[src/design/lp2c_pkg.sv]
// Shared types, constants and the arctangent table of the lidar point converter.
`timescale 1ns / 1ps

package lp2c_pkg;

    // Number of rotation cells in the chain (valid range 8 to 24)
    localparam int CORDIC_STAGES = 16;
    localparam int TABLE_LEN     = 24;
    localparam int STAGE_IDX_W   = $clog2(TABLE_LEN);

    // Field widths
    localparam int DIST_W   = 20;
    localparam int ANGLE_W  = 15;
    localparam int HEIGHT_W = 20;
    localparam int POS_W    = 21;
    localparam int MAXD_W   = 16;

    // Internal widths
    localparam int OFFS_W  = 21;   // signed radial offset
    localparam int GAIN_W  = 25;   // signed gain constant
    localparam int PROD_W  = OFFS_W + GAIN_W;
    localparam int CW      = 32;   // rotation datapath, x, y and residual angle
    localparam int REM_W   = 13;   // angle remainder below a quarter turn
    localparam int ROUND_W = 25;   // rounded component before saturation

    // Stream and register port widths
    localparam int S_TDATA_W  = 56;
    localparam int M_TDATA_W  = 64;
    localparam int APB_ADDR_W = 3;
    localparam int APB_DATA_W = 32;

    // Register indexes
    localparam logic REG_MAX_DIST = 1'b0;
    localparam logic [MAXD_W-1:0] MAX_DIST_RESET = 16'd12000;

    // Angle constants in 1/64 degree
    localparam logic [ANGLE_W-1:0] FULL_TURN     = 15'd23040;
    localparam logic [ANGLE_W-1:0] QUARTER_TURN  = 15'd5760;
    localparam logic [ANGLE_W-1:0] HALF_TURN     = 15'd11520;
    localparam logic [ANGLE_W-1:0] THREE_QUARTER = 15'd17280;

    // Gain compensation in Q24 and rounding constants
    localparam logic signed [GAIN_W-1:0] GAIN_Q24   = 25'sd10188014;
    localparam logic signed [PROD_W-1:0] PROD_ROUND = 46'sd32768;
    localparam logic signed [CW-1:0]     OUT_ROUND  = 32'sd128;

    localparam logic signed [ROUND_W-1:0] POS_MAX = 25'sd1048575;
    localparam logic signed [ROUND_W-1:0] POS_MIN = -25'sd1048576;

    // Quadrant codes
    localparam logic [1:0] QUAD_0 = 2'd0;
    localparam logic [1:0] QUAD_1 = 2'd1;
    localparam logic [1:0] QUAD_2 = 2'd2;
    localparam logic [1:0] QUAD_3 = 2'd3;

    // One beat in flight through the rotation chain
    typedef struct packed {
        logic                       ok;
        logic [1:0]                 quad;
        logic signed [HEIGHT_W-1:0] height;
        logic signed [CW-1:0]       x;
        logic signed [CW-1:0]       y;
        logic signed [CW-1:0]       z;
    } lp2c_item_t;

    // atan(2^-i) in units of 2^-22 degree
    function automatic logic signed [CW-1:0] atan_entry(input logic [STAGE_IDX_W-1:0] idx);
        logic signed [CW-1:0] v;
        begin
            case (idx)
                5'd0:    v = 32'sd188743680;
                5'd1:    v = 32'sd111421900;
                5'd2:    v = 32'sd58872272;
                5'd3:    v = 32'sd29884485;
                5'd4:    v = 32'sd15000234;
                5'd5:    v = 32'sd7507429;
                5'd6:    v = 32'sd3754631;
                5'd7:    v = 32'sd1877430;
                5'd8:    v = 32'sd938729;
                5'd9:    v = 32'sd469366;
                5'd10:   v = 32'sd234683;
                5'd11:   v = 32'sd117342;
                5'd12:   v = 32'sd58671;
                5'd13:   v = 32'sd29335;
                5'd14:   v = 32'sd14668;
                5'd15:   v = 32'sd7334;
                5'd16:   v = 32'sd3667;
                5'd17:   v = 32'sd1833;
                5'd18:   v = 32'sd917;
                5'd19:   v = 32'sd458;
                5'd20:   v = 32'sd229;
                5'd21:   v = 32'sd115;
                5'd22:   v = 32'sd57;
                5'd23:   v = 32'sd29;
                default: v = '0;
            endcase
            return v;
        end
    endfunction

endpackage

[src/design/lp2c_post.sv]
// Back end: rounding, quadrant turn, saturation and the output register.
`timescale 1ns / 1ps

module lp2c_post
    import lp2c_pkg::*;
(
    input  logic                 aclk,
    input  logic                 aresetn,
    input  logic                 in_valid,
    output logic                 in_ready,
    input  lp2c_item_t           in_item,
    output logic                 m_tvalid,
    input  logic                 m_tready,
    output logic [M_TDATA_W-1:0] m_tdata,
    output logic                 m_tuser
);

    logic                      valid_reg;
    logic [M_TDATA_W-1:0]      tdata_reg, tdata_next;
    logic                      tuser_reg;
    logic                      adv;
    logic signed [CW-1:0]      x_sh, y_sh;
    logic signed [ROUND_W-1:0] rx, ry, ox, oy, sx, sy;

    assign adv      = !valid_reg || m_tready;
    assign in_ready = adv;

    // Drop the 8 fraction bits with round half up
    assign x_sh = (in_item.x + OUT_ROUND) >>> 8;
    assign y_sh = (in_item.y + OUT_ROUND) >>> 8;
    assign rx   = x_sh[ROUND_W-1:0];
    assign ry   = y_sh[ROUND_W-1:0];

    // Turn by whole quadrants, then clamp to the output range
    always_comb begin
        case (in_item.quad)
            QUAD_1: begin
                ox = -ry;
                oy = rx;
            end
            QUAD_2: begin
                ox = -rx;
                oy = -ry;
            end
            QUAD_3: begin
                ox = ry;
                oy = -rx;
            end
            default: begin
                ox = rx;
                oy = ry;
            end
        endcase
        if (ox > POS_MAX)      sx = POS_MAX;
        else if (ox < POS_MIN) sx = POS_MIN;
        else                   sx = ox;
        if (oy > POS_MAX)      sy = POS_MAX;
        else if (oy < POS_MIN) sy = POS_MIN;
        else                   sy = oy;
        if (in_item.ok) begin
            tdata_next = {2'b00, in_item.height, sy[POS_W-1:0], sx[POS_W-1:0]};
        end else begin
            tdata_next = '0;
        end
    end

    always_ff @(posedge aclk) begin
        if (!aresetn) begin
            valid_reg <= 1'b0;
        end else if (adv) begin
            valid_reg <= in_valid;
        end
    end

    always_ff @(posedge aclk) begin
        if (adv) begin
            tdata_reg <= tdata_next;
            tuser_reg <= in_item.ok;
        end
    end

    assign m_tvalid = valid_reg;
    assign m_tdata  = tdata_reg;
    assign m_tuser  = tuser_reg;

endmodule

[config.mk]
export PLATFORM = sky130hd
export DESIGN_NAME = lp2c_post
export DESIGN_NICKNAME = d
export VERILOG_FILES = /design/src/design/lp2c_pkg.sv /design/src/design/lp2c_post.sv
export SDC_FILE = /design/constraint.sdc
export NUM_CORES = 1
export LEC_CHECK = 0
export BUFFER_PORTS_ARGS = -buffer_cell sky130_fd_sc_hd__buf_2
export CORE_ASPECT_RATIO = 1.25
export CORE_UTILIZATION = 52
export CTS_CLUSTER_DIAMETER = 30
export DETAILED_ROUTE_END_ITERATION = 8
export PLACE_DENSITY = 0.78
export SLEW_MARGIN = 20
export SYNTH_ARGS = -nofsm -noshare
export SYNTH_HDL_FRONTEND = slang
export SYNTH_SLANG_ARGS = --single-unit
[constraint.sdc]
create_clock -name aclk -period 5.2 [get_ports aclk]
set_clock_uncertainty 0.15 [all_clocks]
set_input_delay 1.04 -clock aclk [delete_from_list [all_inputs] [get_ports aclk]]
set_output_delay 1.04 -clock aclk [all_outputs]
set_load 0.05 [all_outputs]
== Word-level counts from Yosys, hierarchy flattened ==
Cells that the tools add are included.

* Output and inout bits: 67
* Input port bits: 123
* Flip-flop bits (word level): 66
* Logic and storage cells: 28

* Bitwise gates (word level): 1
* $add $sub $neg: 4
* Muxes and demuxes: 6
* $lt $le $gt $ge: 4
* Eq/ne operators: 3
* Reduce and logical (&&, ||, !) cells: 4

{| class="wikitable"
|+ Operators by type and width
! operator !! count
|-
| one-hot mux 25 bit (3 select lines) || 2
|-
| adder 32 x 9 -> 32 bit, second input constant || 2
|-
| > comparator 25 x 21 -> 1 bit, second input constant || 2
|-
| less-than comparator 25 x 21 -> 1 bit, second input constant || 2
|-
| negation 24 -> 25 bit || 2
|-
| 2-to-1 mux 21 bit || 2
|-
| 2-to-1 mux 20 bit || 2
|-
| == test 2 bit, second input constant || 2
|-
| OR reduction 2 bit || 2
|-
| == test 2 x 1 -> 1 bit, second input constant || 1
|-
| zero test 1 bit || 1
|-
| logical OR 1 bit || 1
|-
| inverter 1 bit || 1
|}

== Longest topological paths before layout ==
Gate-level depths: netlist (run 1).

* Word-level depth: 6
* Gate-level depth with buffers: 16
* Gate-level depth less buffers: 13

== Least setup slack after synthesis (run 1) ==
No wires, ideal clock.

* Kind: input to register
* From: in in_item[39] (netlist name)
* To: reg tdata_reg[13], in the netlist m_tdata[13] (data pin)
* Path buffers: 3
* Arrival: 4412 ps
* Setup slack: 370 ps
* Data required time: 4782 ps
* Stages on the path: 14
* Path through: ha_1 -> buf_4 -> nand4_4 -> nor4_1 -> xnor2_1 -> nand2_1 -> nor4b_4 -> mux2i_1 -> a221o_1 -> or4_1 -> buf_2 -> buf_6 -> o41ai_2 -> o31ai_1

* Longest elaborated chain between the ends: 6

{| class="wikitable"
|+ RTL lines
! what !! RTL line !! text
|-
| start, declared || lp2c_post.sv:11 || <nowiki>input lp2c_item_t in_item,</nowiki>
|-
| adder 32 x 9 -> 32 bit * || lp2c_post.sv:30 || <nowiki>assign y_sh = (in_item.y + OUT_ROUND) >>> 8;</nowiki>
|-
| negation 24 -> 25 bit || lp2c_post.sv:38 || <nowiki>ox = -ry;</nowiki>
|-
| one-hot mux 25 bit (3 select lines) * || lp2c_post.sv:36 || <nowiki>case (in_item.quad)</nowiki>
|-
| less-than comparator 25 x 21 -> 1 bit || lp2c_post.sv:55 || <nowiki>else if (ox < POS_MIN) sx = POS_MIN;</nowiki>
|-
| 2-to-1 mux 21 bit || lp2c_post.sv:55 ||
|-
| 2-to-1 mux 20 bit * || lp2c_post.sv:54 || <nowiki>if (ox > POS_MAX) sx = POS_MAX;</nowiki>
|-
| end signal, assigned || lp2c_post.sv:77 || <nowiki>tdata_reg <= tdata_next;</nowiki>
|-
| end, declared || lp2c_post.sv:19 || <nowiki>logic [M_TDATA_W-1:0] tdata_reg, tdata_next;</nowiki>
|}

Every way passes the cells marked *; elsewhere a longest branch is shown, timed or not.
A chain may end at the register's enable or synchronous reset.

== Final worst setup path (run 1) ==
* From: in in_item[72] (netlist name)
* To: reg tdata_reg[2], in the netlist m_tdata[2] (data pin)

* Longest elaborated chain between the ends: 6

{| class="wikitable"
|+ RTL lines
! what !! RTL line !! text
|-
| adder 32 x 9 -> 32 bit * || lp2c_post.sv:29 || <nowiki>assign x_sh = (in_item.x + OUT_ROUND) >>> 8;</nowiki>
|-
| negation 24 -> 25 bit || lp2c_post.sv:42 || <nowiki>ox = -rx;</nowiki>
|-
| one-hot mux 25 bit (3 select lines) * || lp2c_post.sv:36 ||
|-
| less-than comparator 25 x 21 -> 1 bit || lp2c_post.sv:55 ||
|-
| 2-to-1 mux 21 bit || lp2c_post.sv:55 ||
|-
| 2-to-1 mux 20 bit * || lp2c_post.sv:54 ||
|}

Marks and branches as above.

==> results of run 1 <==
==> metrics by stage <==
step	std cells	utilization [%]	total power (W)
global route	1182	63.6	0.00208
finish	1182	63.6	0.00200
detailed placement	1166	61.4	0.00141
floorplan	861	-	0.00121
CTS	1182	63.6	0.00200
global placement	1166	61.4	0.00140
==> per-layer routing <==
metal	vias to the layer above	global-route usage (%)
met5	-	0
met4	0	10.7
met3	37	3.37
met2	421	47.1
met1	3534	37.7
li1	3607	-
==> power breakdown <==
part / internal, W / switching (W) / total, W
combinational: 0.000241 / 0.000517 / 0.000758
clock: 0.000395 / 0.000191 / 0.000586
sequential: 0.000637 / 0.0000142 / 0.000652
total: 0.00127 / 0.000723 / 0.00200
==> registers in the layout, summed over array words and instances, names as in the netlist <==
signal and count:
m_tdata 62, m_tuser 1, m_tvalid 1
==> synthesized netlist by cell type (21+ instances only) <==
master	instances
a21oi_1	33
and2_1	39
clkbuf_1	42
edfxtp_1	63
mux2i_1	21
mux4_2	26
nand2_1	79
nand3_1	35
nand4_1	27
nor2_1	65
nor3_1	27
nor4_1	25
o21ai_0	43
xnor2_1	30
xor2_1	26
==> worst max-delay path by stage <==
stage,slack [ns],from,endpoint
2_1_floorplan,0.37,in_item[39],m_tdata[13]$_SDFFCE_PN0P_
3_3_place_gp,0.12,in_item[72],m_tdata[10]$_SDFFCE_PN0P_
3_5_place_dp,0.03,in_item[72],m_tdata[2]$_SDFFCE_PN0P_
4_1_cts,0.38,in_item[72],m_tdata[2]$_SDFFCE_PN0P_
5_1_grt,0.14,in_item[72],m_tdata[7]$_SDFFCE_PN0P_
6_report,0.32,in_item[72],m_tdata[2]$_SDFFCE_PN0P_
==> layout make-up <==
cell class	count	area (µm²)	share of cell area (%)
Clock buffer	13	260	2.95
Clock inverter	3	40.0	0.454
Timing Repair Buffer	203	1200	13.6
Tap cell	175	219	2.48
Multi-Input combinational cell	708	5130	58.2
Inverter	16	60.1	0.681
Sequential cell	64	1910	21.7
==> worst register-to-register path, stage by stage, from the launching register on <==
cell and delay [ns]:
dfxtp_1 0.31, nand2b_2 0.07, buf_4 0.60
==> cells by family (layout without fill, tap and decap cells) <==
logic type,Yosys count,count (layout),share of synthesized area [%]
simple gates,380,380,28.8
compound gates,215,215,21.3
buf+inv,89,235,5.38
flops,64,64,25.8
xor+xnor,56,56,6.61
mux,51,51,11.4
fa+ha+maj,4,4,0.675
other cells,1,2,0.0506
==> flow_results.xml, run 1 <==
<?xml version="1.0" encoding="UTF-8"?>
<metrics>
  <group name="floorplanning">
    <metric name="initial_utilization" unit="%">53.5</metric>
    <metric name="core_area" unit="µm²">13900</metric>
    <metric name="row_count" unit="">48</metric>
    <metric name="die_x" unit="µm">109</metric>
    <metric name="dieHeight" unit="µm">136</metric>
    <metric name="pin_count" unit="">190</metric>
    <metric name="die_area" unit="µm²">14700</metric>
  </group>
  <group name="cells_and_area">
    <metric name="final_net_count" unit="">1129</metric>
    <metric name="insertedDiodeCount" unit="">0</metric>
    <metric name="fillerInstances" unit="">1184</metric>
    <metric name="most-common-layout-cells" unit="">141 x buf_2, 79 x nand2_1, 65 x nor2_1, 63 x edfxtp_1, 60 x buf_4</metric>
    <metric name="finalInstanceArea" unit="µm²">8820</metric>
    <metric name="layout.cells.most_common" unit="">buf_2</metric>
    <metric name="layout-drive-gt1-share" unit="%">30.3</metric>
    <metric name="area_growth_syn_to_layout" unit="%">18.9</metric>
  </group>
  <group name="sta">
    <metric name="rsz0062_at_grt" unit="">no</metric>
    <metric name="setup_ws" unit="ns">0.316</metric>
    <metric name="tightestPinTransition" unit="ns">0.775</metric>
    <metric name="finalHoldViolations" unit="">0</metric>
    <metric name="finalSetupTns" unit="ns">0</metric>
    <metric name="number_of_setup_violations_in_the_final_report" unit="">0</metric>
    <metric name="relSlewSlack" unit="%">48.3</metric>
    <metric name="final-max-slew-violation-count" unit="">0</metric>
    <metric name="fin_hold_ws" unit="ns">0.808</metric>
    <metric name="timing.fmax" unit="MHz">205</metric>
    <metric name="finalCritPeriodShare" unit="%">93.9</metric>
    <metric name="finalCriticalPeriod" unit="ns">4.88</metric>
  </group>
  <group name="place">
    <metric name="portBuffers" unit="">141</metric>
    <metric name="pre_cts_slack" unit="ns">0.0294</metric>
    <metric name="routabilityCongestion" unit="">0.964</metric>
    <metric name="dpl.hpwl" unit="µm">16200</metric>
    <metric name="place_area" unit="µm²">8520</metric>
  </group>
  <group name="critical_path">
    <metric name="worstPathArrival" unit="ns">4.77</metric>
    <metric name="critical_path.most_common_cell" unit="">nor4_1</metric>
    <metric name="crit_path_max_fanout" unit="">15</metric>
    <metric name="r2r.worst_path.cells" unit="">2</metric>
    <metric name="path_buf_inv" unit="">2</metric>
    <metric name="endpoint_kind" unit="">flip-flop</metric>
    <metric name="setup.worst_path.class" unit="">input port to flip-flop</metric>
    <metric name="slowest_delay" unit="ns">0.61</metric>
    <metric name="cp_data_required_time" unit="ns">5.09</metric>
    <metric name="crit_cells" unit="">13</metric>
    <metric name="critical-path-slowest-cell" unit="">or4_1</metric>
    <metric name="reg2reg_to" unit="">m_tdata[60]$_SDFFCE_PN0P_</metric>
    <metric name="crit_chain" unit="">buf_2 &gt; ha_1 &gt; nand3_1 &gt; nor4_1 &gt; xnor2_1 &gt; o2111ai_4 &gt; nor2_2 &gt; and2_1 &gt; mux2_2 &gt; or4_1 &gt; buf_4 &gt; nor4_1 &gt; o32ai_1</metric>
    <metric name="timing.critical_path.from_type" unit="">input port</metric>
    <metric name="regToRegSetupSlack" unit="ns">3.66</metric>
    <metric name="worst_path_dominant_cell_family" unit="">simple AND/OR/NAND/NOR gates</metric>
    <metric name="worstReg2RegStart" unit="">m_tvalid$_SDFFE_PN0P_</metric>
  </group>
  <group name="grt">
    <metric name="grtUsageTotal" unit="%">28.4</metric>
    <metric name="antenna_found_initial" unit="">0</metric>
    <metric name="grt-ovfl-total" unit="">0</metric>
    <metric name="wire_length_of_the_first_global_routing_pass" unit="µm">33100</metric>
    <metric name="grt_max_degree" unit="">69</metric>
    <metric name="vias_in_the_first_global_route" unit="">6757</metric>
  </group>
  <group name="drt">
    <metric name="per_cell_via_count_in_the_routed_design" unit="">6.43</metric>
    <metric name="route.vias.total" unit="">7599</metric>
    <metric name="antenna_violating_nets_left" unit="">0</metric>
    <metric name="met3_length" unit="µm">1840</metric>
    <metric name="drt_pre_antenna_iters" unit="">5</metric>
    <metric name="avgRoutedWirePerCell" unit="µm">17.7</metric>
    <metric name="totalWireLength" unit="µm">20900</metric>
    <metric name="initial_detailed_routing_violation_count" unit="">822</metric>
    <metric name="number_of_remaining_drc_errors" unit="">0</metric>
    <metric name="met2WireLength" unit="µm">10000</metric>
    <metric name="top_layer" unit="">met4</metric>
    <metric name="wl_met1" unit="µm">8620</metric>
  </group>
  <group name="clock_tree">
    <metric name="cts_hold_buf" unit="">0</metric>
    <metric name="clock_latency" unit="ns">0.32</metric>
    <metric name="clockBufferDepth" unit="">2</metric>
    <metric name="cts.repair_timing.setup_buffer_count" unit="">0</metric>
    <metric name="clk_pin_slew" unit="ns">0.05</metric>
    <metric name="clock-root-buffer" unit="">clkbuf_16</metric>
    <metric name="clock-sinks" unit="">64</metric>
    <metric name="post_cts_resize_count" unit="">0</metric>
    <metric name="cts_tree" unit="">done</metric>
    <metric name="cts.htree.levels" unit="">3</metric>
    <metric name="number_of_clock_buffers_inserted_by_tritoncts" unit="">9</metric>
  </group>
  <group name="hold_path">
    <metric name="hold_depth" unit="">3</metric>
    <metric name="holdCritStartpoint" unit="">in_valid</metric>
    <metric name="worstHoldEndpoint" unit="">m_tvalid$_SDFFE_PN0P_</metric>
    <metric name="hold_path.class" unit="">input port to flip-flop</metric>
  </group>
  <group name="logic_synthesis">
    <metric name="async_reset_ff_share" unit="%">0</metric>
    <metric name="synth_cell_types" unit="">96</metric>
    <metric name="synthCells" unit="">860</metric>
    <metric name="count_of_flip_flops_with_a_built_in_enable_after_synthesis" unit="">63</metric>
    <metric name="post-synth-top-area-cell" unit="">edfxtp_1</metric>
    <metric name="synth-warning-count" unit="">0</metric>
    <metric name="share_of_synthesized_area_occupied_by_flip_flops_and_latches" unit="%">25.8</metric>
    <metric name="yosys.area.top_type_share" unit="%">25.5</metric>
    <metric name="netlist_top_cells_area" unit="">edfxtp_1 26%, mux4_2 7.9%, nand2_1 4.0%</metric>
    <metric name="syn_avg_cell_area" unit="µm²">8.62</metric>
    <metric name="syn-cell-area" unit="µm²">7420</metric>
    <metric name="synth_top_flop_cell" unit="">edfxtp_1</metric>
    <metric name="synth_seq_cells" unit="">64</metric>
  </group>
  <group name="outcome">
    <metric name="outcome" unit="">completed</metric>
  </group>
  <group name="power">
    <metric name="power_leakage" unit="nW">3.46</metric>
    <metric name="power_per_cell_area" unit="nW/µm²">226</metric>
    <metric name="vdd.ir_drop.worst" unit="µV">316</metric>
  </group>
  <group name="run">
    <metric name="max_capacitance_violation_total" unit="">0</metric>
  </group>
</metrics>
(Power assumes the default switching activity.)
==> run 2, diff against run 1 <==
CORE_MARGIN = 5   (was unset)
==> flow_results.xml, run 2 (synthesis gave the netlist of run 1 again) <==
<?xml version="1.0" encoding="UTF-8"?>
<metrics>
  <group name="sta">
    <metric name="tightestPinTransition" unit="ns">0.769</metric>
    <metric name="setup_ws" unit="ns">0.354</metric>
    <metric name="finalCriticalPeriod" unit="ns">4.85</metric>
    <metric name="timing.fmax" unit="MHz">206</metric>
    <metric name="number_of_setup_violations_in_the_final_report" unit="">0</metric>
    <metric name="rsz0062_at_grt" unit="">no</metric>
    <metric name="finalCritPeriodShare" unit="%">93.2</metric>
    <metric name="final-max-slew-violation-count" unit="">0</metric>
    <metric name="finalSetupTns" unit="ns">0</metric>
    <metric name="finalHoldViolations" unit="">0</metric>
    <metric name="relSlewSlack" unit="%">48.7</metric>
  </group>
  <group name="hold_path">
    <metric name="hold_depth" unit="">3</metric>
    <metric name="worstHoldEndpoint" unit="">m_tvalid$_SDFFE_PN0P_</metric>
    <metric name="holdCritStartpoint" unit="">in_valid</metric>
    <metric name="hold_path.class" unit="">input port to flip-flop</metric>
  </group>
  <group name="drt">
    <metric name="drt_pre_antenna_iters" unit="">5</metric>
    <metric name="met2WireLength" unit="µm">9580</metric>
    <metric name="route.vias.total" unit="">7564</metric>
    <metric name="avgRoutedWirePerCell" unit="µm">17.7</metric>
    <metric name="met3_length" unit="µm">2010</metric>
    <metric name="totalWireLength" unit="µm">21100</metric>
    <metric name="top_layer" unit="">met4</metric>
    <metric name="antenna_violating_nets_left" unit="">0</metric>
    <metric name="initial_detailed_routing_violation_count" unit="">911</metric>
    <metric name="wl_met1" unit="µm">8850</metric>
    <metric name="number_of_remaining_drc_errors" unit="">0</metric>
    <metric name="per_cell_via_count_in_the_routed_design" unit="">6.36</metric>
  </group>
  <group name="critical_path">
    <metric name="reg2reg_to" unit="">m_tdata[43]$_SDFFCE_PN0P_</metric>
    <metric name="worstReg2RegStart" unit="">m_tvalid$_SDFFE_PN0P_</metric>
    <metric name="worst_path_dominant_cell_family" unit="">simple AND/OR/NAND/NOR gates</metric>
    <metric name="slowest_delay" unit="ns">0.64</metric>
    <metric name="critical_path.most_common_cell" unit="">or4_1</metric>
    <metric name="regToRegSetupSlack" unit="ns">3.66</metric>
    <metric name="timing.critical_path.from_type" unit="">input port</metric>
    <metric name="endpoint_kind" unit="">flip-flop</metric>
    <metric name="crit_path_max_fanout" unit="">15</metric>
    <metric name="critical-path-slowest-cell" unit="">or4_1</metric>
    <metric name="worstPathArrival" unit="ns">4.74</metric>
    <metric name="cp_data_required_time" unit="ns">5.09</metric>
    <metric name="crit_chain" unit="">buf_2 &gt; ha_1 &gt; nand4_4 &gt; or4_1 &gt; a2111o_1 &gt; nand3_1 &gt; nor3_1 &gt; o22a_1 &gt; a221o_1 &gt; or4_1 &gt; buf_4 &gt; nor4b_1 &gt; o22ai_1</metric>
    <metric name="path_buf_inv" unit="">2</metric>
    <metric name="setup.worst_path.class" unit="">input port to flip-flop</metric>
    <metric name="r2r.worst_path.cells" unit="">2</metric>
  </group>
  <group name="power">
    <metric name="netSwitchingPower" unit="W">0.000724</metric>
    <metric name="vdd.ir_drop.worst" unit="µV">301</metric>
    <metric name="power.share.clock" unit="%">32.0</metric>
    <metric name="power_leakage" unit="nW">3.50</metric>
    <metric name="power_per_cell_area" unit="nW/µm²">233</metric>
    <metric name="power.total" unit="W">0.00207</metric>
    <metric name="switching_share" unit="%">34.9</metric>
    <metric name="internal_power_component" unit="W">0.00135</metric>
    <metric name="seq_power_share" unit="%">31.4</metric>
    <metric name="comb_pwr_share" unit="%">36.6</metric>
  </group>
  <group name="cells_and_area">
    <metric name="area_growth_syn_to_layout" unit="%">20.0</metric>
    <metric name="layout-drive-gt1-share" unit="%">30.9</metric>
    <metric name="layout.cells.most_common" unit="">buf_2</metric>
    <metric name="finalInstanceArea" unit="µm²">8900</metric>
    <metric name="insertedDiodeCount" unit="">0</metric>
    <metric name="most-common-layout-cells" unit="">141 x buf_2, 79 x nand2_1, 68 x buf_4, 65 x nor2_1, 63 x edfxtp_1</metric>
    <metric name="final_net_count" unit="">1136</metric>
    <metric name="largest_register_ffs" unit="">62</metric>
  </group>
  <group name="place">
    <metric name="routabilityCongestion" unit="">0.960</metric>
    <metric name="dpl.hpwl" unit="µm">16600</metric>
    <metric name="place_area" unit="µm²">8560</metric>
    <metric name="pre_cts_slack" unit="ns">0.0814</metric>
    <metric name="portBuffers" unit="">141</metric>
  </group>
  <group name="clock_tree">
    <metric name="cts_tree" unit="">done</metric>
    <metric name="clk_pin_slew" unit="ns">0.05</metric>
    <metric name="clock-sinks" unit="">64</metric>
    <metric name="cts.htree.levels" unit="">3</metric>
    <metric name="cts.repair_timing.setup_buffer_count" unit="">0</metric>
    <metric name="cts_hold_buf" unit="">0</metric>
    <metric name="post_cts_resize_count" unit="">0</metric>
    <metric name="clock-root-buffer" unit="">clkbuf_16</metric>
    <metric name="clockBufferDepth" unit="">2</metric>
    <metric name="number_of_clock_buffers_inserted_by_tritoncts" unit="">9</metric>
    <metric name="clock_latency" unit="ns">0.32</metric>
  </group>
  <group name="grt">
    <metric name="wire_length_of_the_first_global_routing_pass" unit="µm">33500</metric>
    <metric name="vias_in_the_first_global_route" unit="">6805</metric>
    <metric name="grt-ovfl-total" unit="">0</metric>
    <metric name="grtUsageTotal" unit="%">24.7</metric>
    <metric name="grt_max_degree" unit="">65</metric>
    <metric name="antenna_found_initial" unit="">0</metric>
  </group>
  <group name="outcome">
    <metric name="outcome" unit="">completed</metric>
  </group>
  <group name="floorplanning">
    <metric name="die_x" unit="µm">117</metric>
    <metric name="die_area" unit="µm²">16800</metric>
    <metric name="core_area" unit="µm²">13900</metric>
    <metric name="row_count" unit="">48</metric>
    <metric name="pin_count" unit="">190</metric>
    <metric name="initial_utilization" unit="%">53.2</metric>
    <metric name="dieHeight" unit="µm">144</metric>
  </group>
  <group name="run">
    <metric name="max_capacitance_violation_total" unit="">0</metric>
  </group>
</metrics>
-- run 2: cell types whose count changed in the layout (fill, tap and decap cells not counted), sizes merged --
cell,delta
buf,+7
clkinv,-2
bufinv,+1
clkbuf,+1
-- run 2: worst register-to-register path, cell delays in order, from the launching register on --
cell and delay [ns]:
dfxtp_1 0.31, nand2b_2 0.07, buf_4 0.59
-- run 2: power groups by stage --
| stage | sequential [W] | combinational [W] | clock, W |
|---|---|---|---|
| floorplan | 0.000872 | 0.000343 | 0 |
| global placement | 0.000658 | 0.000742 | 0 |
| detailed placement | 0.000661 | 0.000751 | 0 |
| CTS | 0.000652 | 0.000753 | 0.000675 |
| global route | 0.000657 | 0.000810 | 0.000696 |
| finish | 0.000650 | 0.000759 | 0.000664 |
-- run 2: cell type report --
| class | instances | area (µm²) |
|---|---|---|
| Multi-Input combinational cell | 708 | 5130 |
| Fill cell | 1207 | 5030 |
| Sequential cell | 64 | 1910 |
| Timing Repair Buffer | 210 | 1240 |
| Clock buffer | 14 | 284 |
| Tap cell | 175 | 219 |
| Clock inverter | 2 | 60.1 |
| Inverter | 16 | 60.1 |
-- run 2: worst max-delay path by stage --
stage	from	endpoint	slack, ns	cells after the start
6_report	in_item[39]	m_tdata[7]$_SDFFCE_PN0P_	0.35	13
5_1_grt	in_item[39]	m_tdata[9]$_SDFFCE_PN0P_	0.25	14
2_1_floorplan	in_item[39]	m_tdata[13]$_SDFFCE_PN0P_	0.37	14
3_3_place_gp	in_item[39]	m_tdata[13]$_SDFFCE_PN0P_	0.18	13
4_1_cts	in_item[39]	m_tdata[7]$_SDFFCE_PN0P_	0.42	13
3_5_place_dp	in_item[39]	m_tdata[7]$_SDFFCE_PN0P_	0.08	13
-- run 2: metal layers --
layer | GRT usage (%) | vias to the layer above
li1 | - | 3625
met1 | 34.2 | 3468
met2 | 39.5 | 418
met3 | 2.86 | 53
met4 | 9.30 | 0
met5 | 0 | -
-- run 2: stage by stage --
step                util, %  hold WS [ns]  cells
floorplan                 -         0.989    861
global placement       61.4         0.856   1173
detailed placement     61.4         0.870   1173
CTS                    63.9         0.797   1189
global route           63.9         0.819   1189
finish                 63.9         0.808   1189
==> run 3, diff against run 2 <==
==> constraint.sdc (replaced) <==
create_clock -name aclk -period 5.2 [get_ports aclk]
set_clock_uncertainty 0.15 [all_clocks]
set_input_delay 0.52 -clock aclk [delete_from_list [all_inputs] [get_ports aclk]]
set_output_delay 0.52 -clock aclk [all_outputs]
set_load 0.05 [all_outputs]
==> flow_results.xml, run 3 (synthesis gave the netlist of run 1 again) <==
<?xml version="1.0" encoding="UTF-8"?>
<metrics>
  <group name="clock_tree">
    <metric name="cts_hold_buf" unit="">0</metric>
    <metric name="clock-root-buffer" unit="">clkbuf_16</metric>
    <metric name="clockBufferDepth" unit="">2</metric>
    <metric name="post_cts_resize_count" unit="">0</metric>
    <metric name="cts.repair_timing.setup_buffer_count" unit="">0</metric>
    <metric name="cts.htree.levels" unit="">3</metric>
    <metric name="clock_latency" unit="ns">0.31</metric>
    <metric name="cts_tree" unit="">done</metric>
    <metric name="clock-sinks" unit="">64</metric>
    <metric name="number_of_clock_buffers_inserted_by_tritoncts" unit="">9</metric>
    <metric name="clk_pin_slew" unit="ns">0.05</metric>
  </group>
  <group name="place">
    <metric name="routabilityCongestion" unit="">0.931</metric>
    <metric name="dpl.hpwl" unit="µm">16300</metric>
    <metric name="portBuffers" unit="">141</metric>
    <metric name="place_area" unit="µm²">8280</metric>
    <metric name="pre_cts_slack" unit="ns">0.400</metric>
  </group>
  <group name="grt">
    <metric name="wire_length_of_the_first_global_routing_pass" unit="µm">33000</metric>
    <metric name="grtUsageTotal" unit="%">24.3</metric>
    <metric name="vias_in_the_first_global_route" unit="">6587</metric>
    <metric name="grt-ovfl-total" unit="">0</metric>
    <metric name="antenna_found_initial" unit="">0</metric>
    <metric name="grt_max_degree" unit="">65</metric>
  </group>
  <group name="floorplanning">
    <metric name="pin_count" unit="">190</metric>
    <metric name="initial_utilization" unit="%">53.2</metric>
    <metric name="core_area" unit="µm²">13900</metric>
    <metric name="die_area" unit="µm²">16800</metric>
    <metric name="die_x" unit="µm">117</metric>
    <metric name="dieHeight" unit="µm">144</metric>
    <metric name="row_count" unit="">48</metric>
  </group>
  <group name="cells_and_area">
    <metric name="finalInstanceArea" unit="µm²">8560</metric>
    <metric name="area_used_by_multi_input_combinational_logic" unit="µm²">5130</metric>
    <metric name="largest_register_ffs" unit="">62</metric>
    <metric name="insertedDiodeCount" unit="">0</metric>
    <metric name="ff_latch_area" unit="µm²">1910</metric>
    <metric name="layout.cells.most_common" unit="">buf_2</metric>
    <metric name="area_growth_syn_to_layout" unit="%">15.4</metric>
    <metric name="layout-drive-gt1-share" unit="%">28.0</metric>
    <metric name="most-common-layout-cells" unit="">141 x buf_2, 79 x nand2_1, 65 x nor2_1, 63 x edfxtp_1, 43 x o21ai_0</metric>
    <metric name="final_net_count" unit="">1099</metric>
    <metric name="fillerInstances" unit="">1223</metric>
  </group>
  <group name="power">
    <metric name="power_leakage" unit="nW">3.29</metric>
    <metric name="power_per_cell_area" unit="nW/µm²">227</metric>
    <metric name="vdd.ir_drop.worst" unit="µV">244</metric>
  </group>
  <group name="sta">
    <metric name="tightestPinTransition" unit="ns">0.977</metric>
    <metric name="finalCriticalPeriod" unit="ns">4.57</metric>
    <metric name="finalHoldViolations" unit="">0</metric>
    <metric name="setup_ws" unit="ns">0.631</metric>
    <metric name="relSlewSlack" unit="%">34.9</metric>
    <metric name="rsz0062_at_grt" unit="">no</metric>
    <metric name="timing.fmax" unit="MHz">219</metric>
    <metric name="final-max-slew-violation-count" unit="">0</metric>
    <metric name="number_of_setup_violations_in_the_final_report" unit="">0</metric>
    <metric name="finalSetupTns" unit="ns">0</metric>
    <metric name="finalCritPeriodShare" unit="%">87.9</metric>
  </group>
  <group name="drt">
    <metric name="totalWireLength" unit="µm">20700</metric>
    <metric name="initial_detailed_routing_violation_count" unit="">791</metric>
    <metric name="drt_pre_antenna_iters" unit="">6</metric>
    <metric name="number_of_remaining_drc_errors" unit="">0</metric>
    <metric name="avgRoutedWirePerCell" unit="µm">18.0</metric>
    <metric name="antenna_violating_nets_left" unit="">0</metric>
    <metric name="per_cell_via_count_in_the_routed_design" unit="">6.34</metric>
    <metric name="route.vias.total" unit="">7303</metric>
  </group>
  <group name="critical_path">
    <metric name="worst_setup_path_startpoint" unit="">in_item[71]</metric>
    <metric name="r2r.worst_path.cells" unit="">2</metric>
    <metric name="endpoint" unit="">m_tdata[6]$_SDFFCE_PN0P_</metric>
    <metric name="cp_data_required_time" unit="ns">5.08</metric>
    <metric name="regToRegSetupSlack" unit="ns">3.65</metric>
    <metric name="setup.worst_path.class" unit="">input port to flip-flop</metric>
    <metric name="reg2reg_to" unit="">m_tdata[47]$_SDFFCE_PN0P_</metric>
    <metric name="crit_path_max_fanout" unit="">15</metric>
    <metric name="worstPathArrival" unit="ns">4.45</metric>
    <metric name="timing.critical_path.from_type" unit="">input port</metric>
    <metric name="endpoint_kind" unit="">flip-flop</metric>
    <metric name="worstReg2RegStart" unit="">m_tvalid$_SDFFE_PN0P_</metric>
  </group>
  <group name="hold_path">
    <metric name="hold_path.class" unit="">input port to flip-flop</metric>
  </group>
  <group name="run">
    <metric name="max_capacitance_violation_total" unit="">0</metric>
  </group>
  <group name="outcome">
    <metric name="outcome" unit="">completed</metric>
  </group>
</metrics>
-- run 3: cell types whose count changed in the layout (fill, tap and decap cells not counted), sizes merged --
cell,delta
buf,-37
bufinv,-1
clkbuf,-5
clkinv,+5
-- run 3: power breakdown --
| part | total, W | internal [W] | switching, W | leakage, nW |
|---|---|---|---|---|
| clock | 0.000551 | 0.000360 | 0.000190 | 0.138 |
| sequential | 0.000651 | 0.000637 | 0.0000139 | 0.703 |
| combinational | 0.000740 | 0.000228 | 0.000512 | 2.45 |
| total | 0.00194 | 0.00123 | 0.000716 | 3.29 |
-- run 3: worst min-delay path by stage --
stage                       startpoint                     to  slack (ns)  cells past startpoint
after floorplan           in_item[118]      m_tuser$_DFFE_PP_        0.47                      0
after global placement        in_valid  m_tvalid$_SDFFE_PN0P_        0.61                      3
after detailed placement      in_valid  m_tvalid$_SDFFE_PN0P_        0.62                      3
after CTS                     in_valid  m_tvalid$_SDFFE_PN0P_        0.28                      3
after global routing           aresetn  m_tvalid$_SDFFE_PN0P_        0.32                      2
final                         in_valid  m_tvalid$_SDFFE_PN0P_        0.30                      3
-- run 3: layer usage --
layer  part of all wire [%]  track usage (%)
met1                     43             34.8
met2                     46             37.9
met3                    8.9             2.70
met4                    2.5             8.57
met5                      0                0
-- run 3: area by class of cell --
type / count / area share [%]
Clock buffer: 9 / 2.63
Clock inverter: 6 / 0.600
Inverter: 16 / 0.702
Multi-Input combinational cell: 708 / 60.0
Sequential cell: 64 / 22.3
Tap cell: 175 / 2.56
Timing Repair Buffer: 173 / 11.2
-- run 3: through the flow --
step           utilization, %  power [W]  instances  hold WS [ns]
2_1_floorplan               -    0.00121        861         0.469
3_3_place_gp             59.4    0.00138       1136         0.614
3_5_place_dp             59.4    0.00140       1136         0.623
4_1_cts                  61.4    0.00195       1151         0.285
5_1_grt                  61.4    0.00203       1151         0.320
6_report                 61.4    0.00194       1151         0.296
-- run 3: critical path: stages --
cell,delay (ns)
buf_2,0.14
ha_1,0.38
nand3b_1,0.19
o31ai_1,0.57
a21boi_2,0.45
o2111ai_4,0.22
nor2_2,0.14
and2_1,0.21
mux2_2,0.35
or4_1,0.60
buf_4,0.23
nor4_1,0.29
o32ai_1,0.15
